$ cat src/rtl/core/bppw_pkg.sv
// ----------------------------------------------------------------------------
// bppw_pkg: shared types and constants for the brush point pixel writer
// Widths, configuration register codes, pixel formats, controller states and
// the command/status bundles between controller and datapath.
// ----------------------------------------------------------------------------
package bppw_pkg;

  // Field widths
  localparam int unsigned COORD_BITS_DEF = 13;
  localparam int unsigned DIM_W          = 13;
  localparam int unsigned BRUSH_W        = 4;
  localparam int unsigned LAYER_W        = 2;
  localparam int unsigned INDEX_W        = 24;
  localparam int unsigned DATA_W         = 32;
  localparam int unsigned FMT_W          = 2;
  localparam int unsigned CFG_IDX_W      = 3;
  localparam int unsigned CFG_DATA_W     = 32;

  // Brush size clamp and number of layer buffers
  localparam int unsigned MAX_BRUSH      = 8;
  localparam int unsigned LAYERS         = 4;

  // Configuration register indexes
  typedef enum logic [CFG_IDX_W-1:0] {
    REG_FB_WIDTH   = 3'd0,
    REG_FB_HEIGHT  = 3'd1,
    REG_OFFSET_X   = 3'd2,
    REG_OFFSET_Y   = 3'd3,
    REG_PIX_FORMAT = 3'd4,
    REG_FG_COLOR   = 3'd5,
    REG_WIN_WIDTH  = 3'd6,
    REG_WIN_HEIGHT = 3'd7
  } cfg_reg_e;

  // Pixel formats
  typedef enum logic [FMT_W-1:0] {
    FMT_8BPP  = 2'd0,
    FMT_15BPP = 2'd1,
    FMT_16BPP = 2'd2,
    FMT_32BPP = 2'd3
  } pix_fmt_e;

  // Controller states
  typedef enum logic [1:0] {
    ST_IDLE  = 2'd0,
    ST_WALK  = 2'd1,
    ST_FLUSH = 2'd2
  } ctrl_state_e;

  // Configuration register set
  typedef struct packed {
    logic [DIM_W-1:0]        fb_width;
    logic [DIM_W-1:0]        fb_height;
    logic signed [DIM_W-1:0] offset_x;
    logic signed [DIM_W-1:0] offset_y;
    pix_fmt_e                pixel_format;
    logic [DATA_W-1:0]       fg_color;
    logic [DIM_W-1:0]        win_width;
    logic [DIM_W-1:0]        win_height;
  } cfg_t;

  localparam cfg_t CFG_RESET = '{
    fb_width:     DIM_W'(640),
    fb_height:    DIM_W'(480),
    offset_x:     '0,
    offset_y:     '0,
    pixel_format: FMT_32BPP,
    fg_color:     '0,
    win_width:    DIM_W'(640),
    win_height:   DIM_W'(480)
  };

  // Controller -> datapath
  typedef struct packed {
    logic load;   // latch a new point
    logic step;   // visit the current brush pixel and advance
    logic flush;  // move the held write out, marked last
  } dp_cmd_t;

  // Datapath -> controller
  typedef struct packed {
    logic empty;      // brush covers no pixel
    logic hit;        // current pixel lies inside the framebuffer
    logic last_pix;   // current pixel ends the walk
    logic pend_valid; // a write is held back waiting for its last flag
    logic out_free;   // output register can take a write this cycle
  } dp_status_t;

  // Foreground color trimmed to the active format
  function automatic logic [DATA_W-1:0] color_word(pix_fmt_e fmt, logic [DATA_W-1:0] c);
    logic [DATA_W-1:0] r;
    unique case (fmt)
      FMT_8BPP:  r = {24'h0, c[7:0]};
      FMT_15BPP: r = {17'h0, c[14:0]};
      FMT_16BPP: r = {16'h0, c[15:0]};
      default:   r = c;
    endcase
    return r;
  endfunction

endpackage

$ cat src/rtl/core/bppw_point_if.sv
// ----------------------------------------------------------------------------
// bppw_point_if: point input channel
// Valid/ready channel carrying one brush point per transaction.
// ----------------------------------------------------------------------------
interface bppw_point_if #(
  parameter int unsigned COORD_BITS = bppw_pkg::COORD_BITS_DEF
);
  import bppw_pkg::*;

  logic                         valid;
  logic                         ready;
  logic signed [COORD_BITS-1:0] pos_x;
  logic signed [COORD_BITS-1:0] pos_y;
  logic [BRUSH_W-1:0]           brush_w;
  logic [BRUSH_W-1:0]           brush_h;
  logic [LAYER_W-1:0]           layer;

  modport source (output valid, pos_x, pos_y, brush_w, brush_h, layer, input ready);
  modport sink   (input valid, pos_x, pos_y, brush_w, brush_h, layer, output ready);
endinterface

$ cat src/rtl/core/bppw_write_if.sv
// ----------------------------------------------------------------------------
// bppw_write_if: framebuffer write channel
// Valid/ready channel carrying one pixel write per transaction.
// ----------------------------------------------------------------------------
interface bppw_write_if;
  import bppw_pkg::*;

  logic               valid;
  logic               ready;
  logic [LAYER_W-1:0] out_layer;
  logic [INDEX_W-1:0] pixel_index;
  logic [DATA_W-1:0]  pixel_data;
  logic [FMT_W-1:0]   write_format;
  logic               last;

  modport source (output valid, out_layer, pixel_index, pixel_data, write_format, last,
                  input ready);
  modport sink   (input valid, out_layer, pixel_index, pixel_data, write_format, last,
                  output ready);
endinterface

$ cat src/rtl/core/bppw_cfg_regs.sv
// ----------------------------------------------------------------------------
// bppw_cfg_regs: configuration register file
// Write-only registers for framebuffer geometry, offset, format, color and window size.
// ----------------------------------------------------------------------------
module bppw_cfg_regs (
  input  logic                           clk_i,
  input  logic                           rst_ni,
  input  logic                           cfg_we_i,
  input  logic [bppw_pkg::CFG_IDX_W-1:0] cfg_idx_i,
  input  logic [bppw_pkg::CFG_DATA_W-1:0] cfg_data_i,
  output bppw_pkg::cfg_t                 cfg_o
);
  import bppw_pkg::*;

  cfg_t cfg_q, cfg_d;

  // Register write decode
  always_comb begin
    cfg_d = cfg_q;
    if (cfg_we_i) begin
      unique case (cfg_reg_e'(cfg_idx_i))
        REG_FB_WIDTH:   cfg_d.fb_width     = cfg_data_i[DIM_W-1:0];
        REG_FB_HEIGHT:  cfg_d.fb_height    = cfg_data_i[DIM_W-1:0];
        REG_OFFSET_X:   cfg_d.offset_x     = $signed(cfg_data_i[DIM_W-1:0]);
        REG_OFFSET_Y:   cfg_d.offset_y     = $signed(cfg_data_i[DIM_W-1:0]);
        REG_PIX_FORMAT: cfg_d.pixel_format = pix_fmt_e'(cfg_data_i[FMT_W-1:0]);
        REG_FG_COLOR:   cfg_d.fg_color     = cfg_data_i[DATA_W-1:0];
        REG_WIN_WIDTH:  cfg_d.win_width    = cfg_data_i[DIM_W-1:0];
        REG_WIN_HEIGHT: cfg_d.win_height   = cfg_data_i[DIM_W-1:0];
        default:        cfg_d = cfg_q;
      endcase
    end
  end

  always_ff @(posedge clk_i or negedge rst_ni) begin
    if (!rst_ni) begin
      cfg_q <= CFG_RESET;
    end else begin
      cfg_q <= cfg_d;
    end
  end

  assign cfg_o = cfg_q;

endmodule

$ cat src/rtl/core/bppw_ctrl.sv
// ----------------------------------------------------------------------------
// bppw_ctrl: point walk controller
// Accepts a point, steps the datapath over the brush pixels, then flushes the
// held write, if any, with its last flag before returning to idle.
// ----------------------------------------------------------------------------
module bppw_ctrl (
  input  logic                 clk_i,
  input  logic                 rst_ni,
  input  logic                 in_valid_i,
  output logic                 in_ready_o,
  input  bppw_pkg::dp_status_t status_i,
  output bppw_pkg::dp_cmd_t    cmd_o
);
  import bppw_pkg::*;

  ctrl_state_e state_q, state_d;
  logic        can_step;

  // A hit with a write already held needs the output register
  assign can_step = !(status_i.hit && status_i.pend_valid) || status_i.out_free;

  // Next state
  always_comb begin
    state_d = state_q;
    unique case (state_q)
      ST_IDLE: begin
        if (in_valid_i) state_d = ST_WALK;
      end
      ST_WALK: begin
        if (status_i.empty) begin
          state_d = ST_FLUSH;
        end else if (can_step && status_i.last_pix) begin
          state_d = ST_FLUSH;
        end
      end
      ST_FLUSH: begin
        if (!status_i.pend_valid || status_i.out_free) state_d = ST_IDLE;
      end
      default: state_d = ST_IDLE;
    endcase
  end

  // Outputs
  always_comb begin
    in_ready_o = 1'b0;
    cmd_o      = '0;
    unique case (state_q)
      ST_IDLE: begin
        in_ready_o = 1'b1;
        cmd_o.load = in_valid_i;
      end
      ST_WALK: begin
        cmd_o.step = !status_i.empty && can_step;
      end
      ST_FLUSH: begin
        cmd_o.flush = status_i.pend_valid && status_i.out_free;
      end
      default: begin
        in_ready_o = 1'b0;
      end
    endcase
  end

  always_ff @(posedge clk_i or negedge rst_ni) begin
    if (!rst_ni) begin
      state_q <= ST_IDLE;
    end else begin
      state_q <= state_d;
    end
  end

endmodule

$ cat src/rtl/core/bppw_datapath.sv
// ----------------------------------------------------------------------------
// bppw_datapath: brush walk counters, clipping, index and output register
// Holds the column/row counters, clips each pixel, forms y*stride+x, keeps
// one write back until the next hit or the end decides its last flag.
// ----------------------------------------------------------------------------
module bppw_datapath #(
  parameter int unsigned COORD_BITS = bppw_pkg::COORD_BITS_DEF
) (
  input  logic                            clk_i,
  input  logic                            rst_ni,
  input  bppw_pkg::cfg_t                  cfg_i,
  input  bppw_pkg::dp_cmd_t               cmd_i,
  output bppw_pkg::dp_status_t            status_o,
  input  logic signed [COORD_BITS-1:0]    pos_x_i,
  input  logic signed [COORD_BITS-1:0]    pos_y_i,
  input  logic [bppw_pkg::BRUSH_W-1:0]    brush_w_i,
  input  logic [bppw_pkg::BRUSH_W-1:0]    brush_h_i,
  input  logic [bppw_pkg::LAYER_W-1:0]    layer_i,
  output logic                            out_valid_o,
  input  logic                            out_ready_i,
  output logic [bppw_pkg::LAYER_W-1:0]    out_layer_o,
  output logic [bppw_pkg::INDEX_W-1:0]    pixel_index_o,
  output logic [bppw_pkg::DATA_W-1:0]     pixel_data_o,
  output logic [bppw_pkg::FMT_W-1:0]      write_format_o,
  output logic                            last_o
);
  import bppw_pkg::*;

  // Coordinate width: point range plus brush and offset headroom
  localparam int unsigned CW     = ((COORD_BITS > DIM_W) ? COORD_BITS : DIM_W) + 3;
  localparam int unsigned PROD_W = 2 * DIM_W;

  // Walk registers
  logic signed [CW-1:0] x_q, y_q, ys_q, xend_q, yend_q;
  logic [LAYER_W-1:0]   lay_q;
  logic                 pend_valid_q;
  logic [INDEX_W-1:0]   pend_idx_q;

  // Output register
  logic                 out_valid_q;
  logic [LAYER_W-1:0]   out_layer_q;
  logic [INDEX_W-1:0]   out_idx_q;
  logic [DATA_W-1:0]    out_data_q;
  logic [FMT_W-1:0]     out_fmt_q;
  logic                 out_last_q;

  // Point setup
  logic [BRUSH_W-1:0]   bw_sat, bh_sat;
  logic                 wide;
  logic signed [CW-1:0] px_ext, py_ext;
  logic signed [CW-1:0] half_w, half_h, full_w, full_h;
  logic signed [CW-1:0] xs_d, ys_d, xend_d, yend_d;
  logic [LAYER_W-1:0]   lay_sat;

  assign bw_sat = (brush_w_i > BRUSH_W'(MAX_BRUSH)) ? BRUSH_W'(MAX_BRUSH) : brush_w_i;
  assign bh_sat = (brush_h_i > BRUSH_W'(MAX_BRUSH)) ? BRUSH_W'(MAX_BRUSH) : brush_h_i;
  assign wide   = bw_sat > BRUSH_W'(1);
  assign px_ext = CW'(pos_x_i);
  assign py_ext = CW'(pos_y_i);
  assign half_w = $signed(CW'(bw_sat >> 1));
  assign half_h = $signed(CW'(bh_sat >> 1));
  assign full_w = $signed(CW'(bw_sat));
  assign full_h = $signed(CW'(bh_sat));

  // Wide brush: centered on the point, forward extent halved
  assign xs_d   = wide ? (px_ext - half_w) : px_ext;
  assign ys_d   = wide ? (py_ext - half_h) : py_ext;
  assign xend_d = px_ext + (wide ? half_w : full_w);
  assign yend_d = py_ext + (wide ? half_h : full_h);
  assign lay_sat = (int'(layer_i) >= int'(LAYERS)) ? LAYER_W'(LAYERS - 1) : layer_i;

  // Walk advance and window stop
  logic signed [CW-1:0] x1, y1, winw, winh;
  logic                 col_end, row_end;

  assign x1      = x_q + CW'(1);
  assign y1      = y_q + CW'(1);
  assign winw    = $signed(CW'(cfg_i.win_width));
  assign winh    = $signed(CW'(cfg_i.win_height));
  assign col_end = (y1 >= yend_q) || (y1 >= winh);
  assign row_end = (x1 >= xend_q) || (x1 >= winw);

  // Offset, clip and pixel index
  logic signed [CW-1:0] sx, sy;
  logic [CW-1:0]        fbw_ext, fbh_ext;
  logic                 hit;
  logic [PROD_W-1:0]    prod, idx_sum;

  assign sx      = x_q + CW'($signed(cfg_i.offset_x));
  assign sy      = y_q + CW'($signed(cfg_i.offset_y));
  assign fbw_ext = CW'(cfg_i.fb_width);
  assign fbh_ext = CW'(cfg_i.fb_height);
  assign hit     = !sx[CW-1] && !sy[CW-1] &&
                   ($unsigned(sx) < fbw_ext) && ($unsigned(sy) < fbh_ext);
  assign prod    = PROD_W'(sy[DIM_W-1:0]) * PROD_W'(cfg_i.fb_width);
  assign idx_sum = prod + PROD_W'(sx[DIM_W-1:0]);

  // Write movement
  logic pend_load, push_mid, push;

  assign pend_load = cmd_i.step && hit;
  assign push_mid  = pend_load && pend_valid_q;
  assign push      = push_mid || cmd_i.flush;

  // Status to controller
  assign status_o.empty      = (x_q >= xend_q) || (ys_q >= yend_q);
  assign status_o.hit        = hit;
  assign status_o.last_pix   = col_end && row_end;
  assign status_o.pend_valid = pend_valid_q;
  assign status_o.out_free   = !out_valid_q || out_ready_i;

  // Counters and point registers
  always_ff @(posedge clk_i) begin
    if (cmd_i.load) begin
      x_q    <= xs_d;
      y_q    <= ys_d;
      ys_q   <= ys_d;
      xend_q <= xend_d;
      yend_q <= yend_d;
      lay_q  <= lay_sat;
    end else if (cmd_i.step) begin
      if (col_end) begin
        x_q <= x1;
        y_q <= ys_q;
      end else begin
        y_q <= y1;
      end
    end
    if (pend_load) pend_idx_q <= idx_sum[INDEX_W-1:0];
  end

  // Held write flag
  always_ff @(posedge clk_i or negedge rst_ni) begin
    if (!rst_ni) begin
      pend_valid_q <= 1'b0;
    end else if (pend_load) begin
      pend_valid_q <= 1'b1;
    end else if (cmd_i.flush) begin
      pend_valid_q <= 1'b0;
    end
  end

  // Output payload
  always_ff @(posedge clk_i) begin
    if (push) begin
      out_layer_q <= lay_q;
      out_idx_q   <= pend_idx_q;
      out_data_q  <= color_word(cfg_i.pixel_format, cfg_i.fg_color);
      out_fmt_q   <= cfg_i.pixel_format;
      out_last_q  <= cmd_i.flush;
    end
  end

  // Output valid
  always_ff @(posedge clk_i or negedge rst_ni) begin
    if (!rst_ni) begin
      out_valid_q <= 1'b0;
    end else if (push) begin
      out_valid_q <= 1'b1;
    end else if (out_ready_i) begin
      out_valid_q <= 1'b0;
    end
  end

  assign out_valid_o    = out_valid_q;
  assign out_layer_o    = out_layer_q;
  assign pixel_index_o  = out_idx_q;
  assign pixel_data_o   = out_data_q;
  assign write_format_o = out_fmt_q;
  assign last_o         = out_last_q;

endmodule

$ cat src/rtl/core/brush_point_pixel_writer_core.sv
// Write release: a write is held until the next hit is visited and leaves at
//   the edge ending that visit; the last write leaves from the flush state.
// Throughput: brush pixels are visited one per cycle through the single
//   clip/index stage, stalling while a hit finds the output register busy;
//   a new point is accepted only after the previous point is flushed.
// Reset: rst_ni asynchronous active low; controller idle, no write held,
//   configuration back to 640x480, no offset, 32-bit format, color 0.
// ----------------------------------------------------------------------------
// brush_point_pixel_writer_core: brush point plot with clipping
// Walks the brush column by column, clips each pixel against the framebuffer
// and emits one pixel write per surviving pixel.
// ----------------------------------------------------------------------------
module brush_point_pixel_writer_core #(
  parameter int unsigned COORD_BITS = bppw_pkg::COORD_BITS_DEF
) (
  input  logic                             clk_i,
  input  logic                             rst_ni,
  bppw_point_if.sink                       point_i,
  bppw_write_if.source                     write_o,
  input  logic                             cfg_we_i,
  input  logic [bppw_pkg::CFG_IDX_W-1:0]   cfg_idx_i,
  input  logic [bppw_pkg::CFG_DATA_W-1:0]  cfg_data_i
);
  import bppw_pkg::*;

  cfg_t       cfg;
  dp_cmd_t    cmd;
  dp_status_t status;

  // Configuration registers
  bppw_cfg_regs u_cfg (
    .clk_i      (clk_i),
    .rst_ni     (rst_ni),
    .cfg_we_i   (cfg_we_i),
    .cfg_idx_i  (cfg_idx_i),
    .cfg_data_i (cfg_data_i),
    .cfg_o      (cfg)
  );

  // Controller
  bppw_ctrl u_ctrl (
    .clk_i      (clk_i),
    .rst_ni     (rst_ni),
    .in_valid_i (point_i.valid),
    .in_ready_o (point_i.ready),
    .status_i   (status),
    .cmd_o      (cmd)
  );

  // Datapath
  bppw_datapath #(
    .COORD_BITS (COORD_BITS)
  ) u_dp (
    .clk_i          (clk_i),
    .rst_ni         (rst_ni),
    .cfg_i          (cfg),
    .cmd_i          (cmd),
    .status_o       (status),
    .pos_x_i        (point_i.pos_x),
    .pos_y_i        (point_i.pos_y),
    .brush_w_i      (point_i.brush_w),
    .brush_h_i      (point_i.brush_h),
    .layer_i        (point_i.layer),
    .out_valid_o    (write_o.valid),
    .out_ready_i    (write_o.ready),
    .out_layer_o    (write_o.out_layer),
    .pixel_index_o  (write_o.pixel_index),
    .pixel_data_o   (write_o.pixel_data),
    .write_format_o (write_o.write_format),
    .last_o         (write_o.last)
  );

endmodule

$ cat src/flat_wrapper.sv
// flat-port wrapper written by rule: the top's interface ports become plain ports
module brush_point_pixel_writer_core_flat import bppw_pkg::*;
#(
  parameter int unsigned COORD_BITS = bppw_pkg::COORD_BITS_DEF
)
  (clk_i, rst_ni, cfg_we_i, cfg_idx_i, cfg_data_i, point_i_valid, point_i_pos_x, point_i_pos_y, point_i_brush_w, point_i_brush_h, point_i_layer, point_i_ready, write_o_valid, write_o_out_layer, write_o_pixel_index, write_o_pixel_data, write_o_write_format, write_o_last, write_o_ready);
  bppw_point_if #(.COORD_BITS(COORD_BITS)) point_i_i ();
  bppw_write_if write_o_i ();
  input  logic clk_i;
  input  logic rst_ni;
  input  logic cfg_we_i;
  input  logic [bppw_pkg::CFG_IDX_W-1:0] cfg_idx_i;
  input  logic [bppw_pkg::CFG_DATA_W-1:0] cfg_data_i;
  input wire logic [$bits(point_i_i.valid)-1:0] point_i_valid;
  input wire logic [$bits(point_i_i.pos_x)-1:0] point_i_pos_x;
  input wire logic [$bits(point_i_i.pos_y)-1:0] point_i_pos_y;
  input wire logic [$bits(point_i_i.brush_w)-1:0] point_i_brush_w;
  input wire logic [$bits(point_i_i.brush_h)-1:0] point_i_brush_h;
  input wire logic [$bits(point_i_i.layer)-1:0] point_i_layer;
  output wire logic [$bits(point_i_i.ready)-1:0] point_i_ready;
  output wire logic [$bits(write_o_i.valid)-1:0] write_o_valid;
  output wire logic [$bits(write_o_i.out_layer)-1:0] write_o_out_layer;
  output wire logic [$bits(write_o_i.pixel_index)-1:0] write_o_pixel_index;
  output wire logic [$bits(write_o_i.pixel_data)-1:0] write_o_pixel_data;
  output wire logic [$bits(write_o_i.write_format)-1:0] write_o_write_format;
  output wire logic [$bits(write_o_i.last)-1:0] write_o_last;
  input wire logic [$bits(write_o_i.ready)-1:0] write_o_ready;
  assign point_i_i.valid = point_i_valid;
  assign point_i_i.pos_x = point_i_pos_x;
  assign point_i_i.pos_y = point_i_pos_y;
  assign point_i_i.brush_w = point_i_brush_w;
  assign point_i_i.brush_h = point_i_brush_h;
  assign point_i_i.layer = point_i_layer;
  assign point_i_ready = point_i_i.ready;
  assign write_o_valid = write_o_i.valid;
  assign write_o_out_layer = write_o_i.out_layer;
  assign write_o_pixel_index = write_o_i.pixel_index;
  assign write_o_pixel_data = write_o_i.pixel_data;
  assign write_o_write_format = write_o_i.write_format;
  assign write_o_last = write_o_i.last;
  assign write_o_i.ready = write_o_ready;
  brush_point_pixel_writer_core #(.COORD_BITS(COORD_BITS)) u_core (.clk_i(clk_i), .rst_ni(rst_ni), .point_i(point_i_i), .write_o(write_o_i), .cfg_we_i(cfg_we_i), .cfg_idx_i(cfg_idx_i), .cfg_data_i(cfg_data_i));
endmodule
$ cat config.mk
export PLATFORM = sky130hd
export DESIGN_NAME = brush_point_pixel_writer_core_flat
export DESIGN_NICKNAME = d
export VERILOG_FILES = /design/src/rtl/core/bppw_pkg.sv /design/src/rtl/core/bppw_point_if.sv /design/src/rtl/core/bppw_write_if.sv /design/src/rtl/core/bppw_cfg_regs.sv /design/src/rtl/core/bppw_ctrl.sv /design/src/rtl/core/bppw_datapath.sv /design/src/rtl/core/brush_point_pixel_writer_core.sv /design/src/flat_wrapper.sv
export SDC_FILE = /design/constraint.sdc
export NUM_CORES = 1
export LEC_CHECK = 0
export CORE_AREA = 2 2 298 300
export DETAILED_ROUTE_END_ITERATION = 12
export DIE_AREA = 0 0 300 302
export DONT_BUFFER_PORTS = 1
export PLACE_DENSITY = 0.43
export SYNTH_ARGS = -nofsm -noshare
export SYNTH_HDL_FRONTEND = slang
export SYNTH_HIERARCHICAL = 1
export SYNTH_SLANG_ARGS = --single-unit
$ cat constraint.sdc
create_clock -name clk_i -period 10.3 [get_ports clk_i]
set_input_delay 2.06 -clock clk_i [delete_from_list [all_inputs] [get_ports clk_i]]
set_output_delay 2.06 -clock clk_i [all_outputs]
set_load 0.1 [all_outputs]
# ---- Word level (Yosys, flattened, before mapping)
# Index checks and enable logic that the tools add are counted.
dict set report totals {
  reg_bits 283
  input_bits 76
  out_inout_bits 63
}
dict set report classes {
  addsub 9
  n_mul 1
  n_lt_le_gt_ge 11
  n_eq_ne 14
  n_mux 26
  reduce_logical 40
}
# op n
set op_table {}
lappend op_table {{$mux W16} 8}
lappend op_table {{$pmux W32 S3} 1}
lappend op_table {{$ge A16 B16 Y1} 4}
lappend op_table {{$add A16 B13 Y16} 2}
lappend op_table {{$add A16 B2 Y16 const B} 2}
lappend op_table {{$ge A16 B14 Y1} 2}
lappend op_table {{$lt A16 B13 Y1} 2}
lappend op_table {{$add A13 B5 Y14} 2}
lappend op_table {{$sub A13 B4 Y14} 2}
lappend op_table {{$add A24 B13 Y24} 1}
lappend op_table {{$mul A13 B13 Y24} 1}
lappend op_table {{$reduce_and A2 Y1} 9}
lappend op_table {{$mux W4} 4}
lappend op_table {{$eq A3 B3 Y1 const B} 4}
lappend op_table {{$logic_and A1 B1 Y1} 10}
lappend op_table {{$gt A4 B4 Y1 const B} 2}
lappend op_table {{$mux W1} 8}
lappend op_table {{$mux W2} 4}
lappend op_table {{$reduce_bool A2 Y1} 4}
lappend op_table {{$logic_or A1 B1 Y1} 7}
lappend op_table {{$eq A3 B2 Y1 const B} 2}
lappend op_table {{$logic_not A1 Y1} 6}
lappend op_table {{$pmux W2 S3} 1}
lappend op_table {{$eq A2 B1 Y1 const B} 2}
lappend op_table {{other kinds (8)} 11}

# ---- Logic depth before layout (Yosys ltp)
dict set report depth {
  ltp_word 14
  ltp_mapped 33
  ltp_nobuf 32
}

# ---- Hierarchy
# The synthesis kept the hierarchy.
# mod instances cells_each area_each_um2 seq_area_each_um2
set by_module_without_submodules {}
lappend by_module_without_submodules {bppw_datapath 1 1763 17339.1 4884.7}
lappend by_module_without_submodules {bppw_cfg_regs 1 243 4230.3 2820.2}
lappend by_module_without_submodules {bppw_ctrl 1 15 130.1 50.0}

# ---- Least setup slack after synthesis
# No wires, ideal clock.
dict set report synth_timing {
  path_type {register to register}
  start {register u_core.u_dp.y_q[0]}
  end {register u_core.u_dp.pend_idx_q[22] (data pin)}
  setup_time_ps 258
  arrival_time_ps 7785
  required_time_ps 10042
  path_slack_ps 2258
  path_stages_with_launch 32
  period_less_slack_ps 8042
  path_cell_list {edfxtp_1 ha_1 inv_1 fa_1 nor2b_1 o21a_1 o21ai_1 a21oi_1 o21ai_0 a21boi_0 mux2i_1 a21oi_1 fa_1 inv_1 fa_1 inv_1 fa_1 fa_1 fa_1 inv_1 fa_1 inv_1 ha_1 a21o_1 a21o_1 a21oi_1 o21ai_0 a41o_1 or4_1 a31o_2 a21oi_1 xnor2_1}
}
dict set report synth_via {
  elab_chain_len 3
}
# item line_no
set synth_lines {}
lappend synth_lines {{from (decl)} bppw_datapath.sv:34} ;# logic signed [CW-1:0] x_q, y_q, ys_q, xend_q, yend_q;
lappend synth_lines {{from (signal assigned)} bppw_datapath.sv:116} ;# y_q <= ys_d;
lappend synth_lines {{from (signal assigned)} bppw_datapath.sv:124} ;# y_q <= ys_q;
lappend synth_lines {{from (signal assigned)} bppw_datapath.sv:126} ;# y_q <= y1;
lappend synth_lines {{$add A16 B13 Y16} bppw_datapath.sv:90} ;# assign sy = y_q + CW'($signed(cfg_i.offset_y));
lappend synth_lines {{$mul A13 B13 Y24} bppw_datapath.sv:95} ;# assign prod = PROD_W'(sy[DIM_W-1:0]) * PROD_W'(cfg_i.fb_width);
lappend synth_lines {{$add A24 B13 Y24} bppw_datapath.sv:96} ;# assign idx_sum = prod + PROD_W'(sx[DIM_W-1:0]);
lappend synth_lines {{net u_core.u_dp.idx_sum[22]} bppw_datapath.sv:87} ;# logic [PROD_W-1:0] prod, idx_sum;
lappend synth_lines {{to (signal assigned)} bppw_datapath.sv:129} ;# if (pend_load) pend_idx_q <= idx_sum[INDEX_W-1:0];
lappend synth_lines {{to (decl)} bppw_datapath.sv:37} ;# logic [INDEX_W-1:0] pend_idx_q;
# The timed path passes the listed nets, and every way through them passes these cells.
# A chain may end at the register's enable or synchronous reset.

# ---- Final worst setup path
# Ends and elaborated chain as after synthesis.

==> results.ini <==
[clocking]
cts_hold_buf=0
cts_setup_buffers=0
ctsResizeCount=0
clk_path_buf_depth=3
cts_tree=yes
cts_root_buffer=clkbuf_16
clk_latency_ns=0.56
cts-buffers-inserted=36
cts.clk_slew.worst_paths_ns=0.06
htree_levels=2
cts_num_sinks=277

[place]
io_buffers=0
dpl.hpwl_um=45500
place_congestion=0.836

[drt]
highest_layer=met4
met3_length_um=2540
drt_pass1_iterations=6
met1Wirelength_um=28100
wl_per_cell_um=18.2
viasPerCell=4.47
dr_wl_met2_um=26700
antenna_left=0
drc=0
vias=14400
wirelength_um=58500
first_iter_violations=693

[worst_setup_path]
r2r_cells=31
required_ns=10.60
critPathArrivalTime_ns=9.03
critPathLaunch=u_core/u_dp/y_q[0]
cp_common_cell=fa_1
crit_fanout=14
critPathKind=register to register
critPathMaxStageDelay_ns=0.88
worst_setup_path_end_kind=register
cp_slowest_cell=nor2_1
r2r_end=u_core/u_dp/pend_idx_q[22]
start_kind=register
r2r_start=u_core/u_dp/y_q[0]
r2r_slack_ns=1.58

[outcome]
status=finished, final reports clean

[sta]
hold_violations=0
slew_headroom=0.206
fin_crit_sh=0.847
drv_slew=0
rsz0062_at_grt=no
period_needed_ns=8.72
max_freq_mhz=115
clock_skew_ns=0.0327
setup_tns_ns=0
finalSetupViolCount=0
tightest_slew_ns=1.19

[floorplan]
io_pins=139
rows=109
fp.dieW_um=300
die_h_um=302
start_util=0.248
coreArea_mm2=0.0876
dieArea_mm2=0.0906

[logic_synthesis]
ys_seq_elements=277
synthDominantCellAreaShare=0.223
synth_cell_types=77
syn_inst=2021
yosys-top-cells-area=edfxtp_1 (22%), ha_1 (14%), fa_1 (12%)
synth_seq_area_share=0.357
synth-main-ff-cell=edfxtp_1
synth_area_leader_cell=edfxtp_1
syn_area_per_cell_um2=10.7
syn_area_mm2=0.0217
synthesis.nets=2469
async_reset_ff_frac=0.419
ys_warn_count=6
synth-edff-count=161

[cells_and_area]
nets=2467
fill_cells=9172
drive_gt1_frac=0.109
syn_to_final_growth_pct=12.1
finalCoreUtilization=0.278

[grt]
grt_pass1_vias=15200
grt_remaining_overflow=0
antenna_found_initial=2
grt_use_total=0.130
grt_max_degree=117
grt_first_pass_wirelength_um=90500

[job]
maxCapViolations=0

[worst_hold_path]
min_from=u_core/u_dp/pend_idx_q[7]
worst_hold_path.endpoint=u_core/u_dp/pixel_index_o[7]
min_path_type=register to register
holdPathStages=0

[cell families (layout without fill, tap and decap cells)]
family,count (synthesis),in the layout,share of synthesized area
adder cells (fa/ha/maj),372,372,0.261
flip-flops,277,277,0.357
AND/OR/NAND/NOR,517,517,0.124
buffers and inverters,322,348,0.0579
multiplexers,129,129,0.0661
XOR/XNOR,119,119,0.0484
other,1,3,0.000173
AO/OA/AOI/OAI,284,284,0.0844
[worst max path at each step]
stage	endpoint	slack, ns	cells after the start
final	u_core/u_dp/pend_idx_q[22]	1.58	31
after global routing	u_core/u_dp/pend_idx_q[22]	1.05	31
after CTS	u_core/u_dp/pend_idx_q[22]	1.55	31
after detailed placement	u_core/u_dp/pend_idx_q[22]	1.56	31
after global placement	u_core/u_dp/pend_idx_q[22]	1.75	31
after floorplan	u_core/u_dp/pend_idx_q[22]	2.26	31
[worst max-delay path: cells and delay by family, from the launching register on]
family / cells / cell delay, ns
adders and majority gates: 9 / 3.92
AOI/OAI and AO/OA: 11 / 2.04
and+or+nand+nor: 6 / 1.75
DFF: 1 / 0.46
buffers and inverters: 4 / 0.20
xor gates and xnor gates: 1 / 0.08
[layer usage]
metal  global-route usage  up-vias
met3               0.0220       61
met5                    0        -
met1                0.180     7141
li1                     -     6920
met4               0.0310        0
met2                0.211      257
[synth_stat cells, types with 3 or more instances]
cell / count
inv_1: 264
ha_1: 237
edfxtp_1: 161
nand2_1: 136
fa_1: 135
mux2_2: 114
dfrtp_1: 102
nor2_1: 94
and2_1: 86
a21oi_1: 83
xnor2_1: 77
o21ai_0: 52
clkbuf_1: 42
xor2_1: 41
a21o_1: 40
nand3_1: 31
nor2b_1: 31
nor3_1: 29
o21a_1: 24
nand4_1: 22
and3_1: 20
nand2b_1: 19
mux2i_1: 15
dfstp_2: 14
o21ai_1: 11
buf_2: 9
o21bai_1: 9
a211oi_1: 8
o211ai_1: 8
or3_1: 8
a31oi_1: 5
nand3b_1: 5
nor3b_1: 5
nor4_1: 5
o2111ai_1: 5
a2111oi_0: 4
a211o_1: 4
a22oi_1: 4
nand4b_1: 4
a221o_1: 3
and4_1: 3
buf_4: 3
nor4bb_1: 3
o31ai_1: 3
or4_1: 3
[cell usage in the layout (no fill, tap or decap), drive strengths merged, types with 5 or more instances in the layout]
| cell type | netlist | layout |
|---|---|---|
| inv | 264 | 266 |
| ha | 237 | 237 |
| edfxtp | 161 | 161 |
| nand2 | 137 | 137 |
| fa | 135 | 135 |
| mux2 | 114 | 114 |
| dfrtp | 102 | 102 |
| nor2 | 94 | 94 |
| and2 | 86 | 86 |
| a21oi | 83 | 83 |
| xnor2 | 77 | 77 |
| o21ai | 63 | 63 |
| xor2 | 42 | 42 |
| clkbuf | 43 | 42 |
| a21o | 40 | 40 |
| nand3 | 31 | 31 |
| nor2b | 31 | 31 |
| nor3 | 30 | 30 |
| o21a | 24 | 24 |
| nand4 | 22 | 22 |
| and3 | 20 | 20 |
| nand2b | 19 | 19 |
| buf | 15 | 18 |
| mux2i | 15 | 15 |
| dfstp | 14 | 14 |
| clkinv | 0 | 14 |
| o21bai | 9 | 9 |
| or3 | 8 | 8 |
| a211oi | 8 | 8 |
| o211ai | 8 | 8 |
| bufinv | 0 | 6 |
| a2111oi | 6 | 6 |
| nand3b | 5 | 5 |
| a31oi | 5 | 5 |
| nor4 | 5 | 5 |
| o2111ai | 5 | 5 |
| nor3b | 5 | 5 |
[metrics by stage]
stage	setup WS [ns]	hold WS [ns]	area (µm²)	std cells
after floorplan	2.26	0.400	21700	2021
after global placement	1.75	0.405	23100	3146
final	1.58	0.417	24300	3214
after global routing	1.05	0.428	24300	3212
after detailed placement	1.56	0.405	23100	3146
after CTS	1.55	0.419	24300	3212
[state kept, by name (all words and copies together) (netlist names)]
name	flops
u_core/u_cfg/cfg_o	112
u_core/u_dp/yend_q	14
u_core/u_dp/out_layer_o	2
u_core/u_dp/lay_q	2
u_core/u_dp/x_q	16
u_core/u_dp/pend_valid_q	1
u_core/u_dp/pixel_data_o	32
u_core/u_dp/ys_q	14
u_core/u_dp/pend_idx_q	24
u_core/u_dp/y_q	16
u_core/u_dp/last_o	1
u_core/u_dp/pixel_index_o	24
u_core/u_ctrl/state_q	2
u_core/u_dp/xend_q	14
u_core/u_dp/out_valid_o	1
u_core/u_dp/write_format_o	2
[cell type report]
type	count	area, µm²	share of cell area
multi-input cells	1422	12700	0.523
flip-flops and latches	277	7750	0.319
well taps	1165	1460	0.0599
inverters	264	991	0.0407
clock buffers	42	966	0.0397
clock inverters	24	288	0.0118
repair buffers	18	135	0.00556
diodes	2	5.00	0.000206
Power is left out: the tool's default activity adds up to more than one toggle a clock period on the data nets, which glitch-free logic cannot reach.
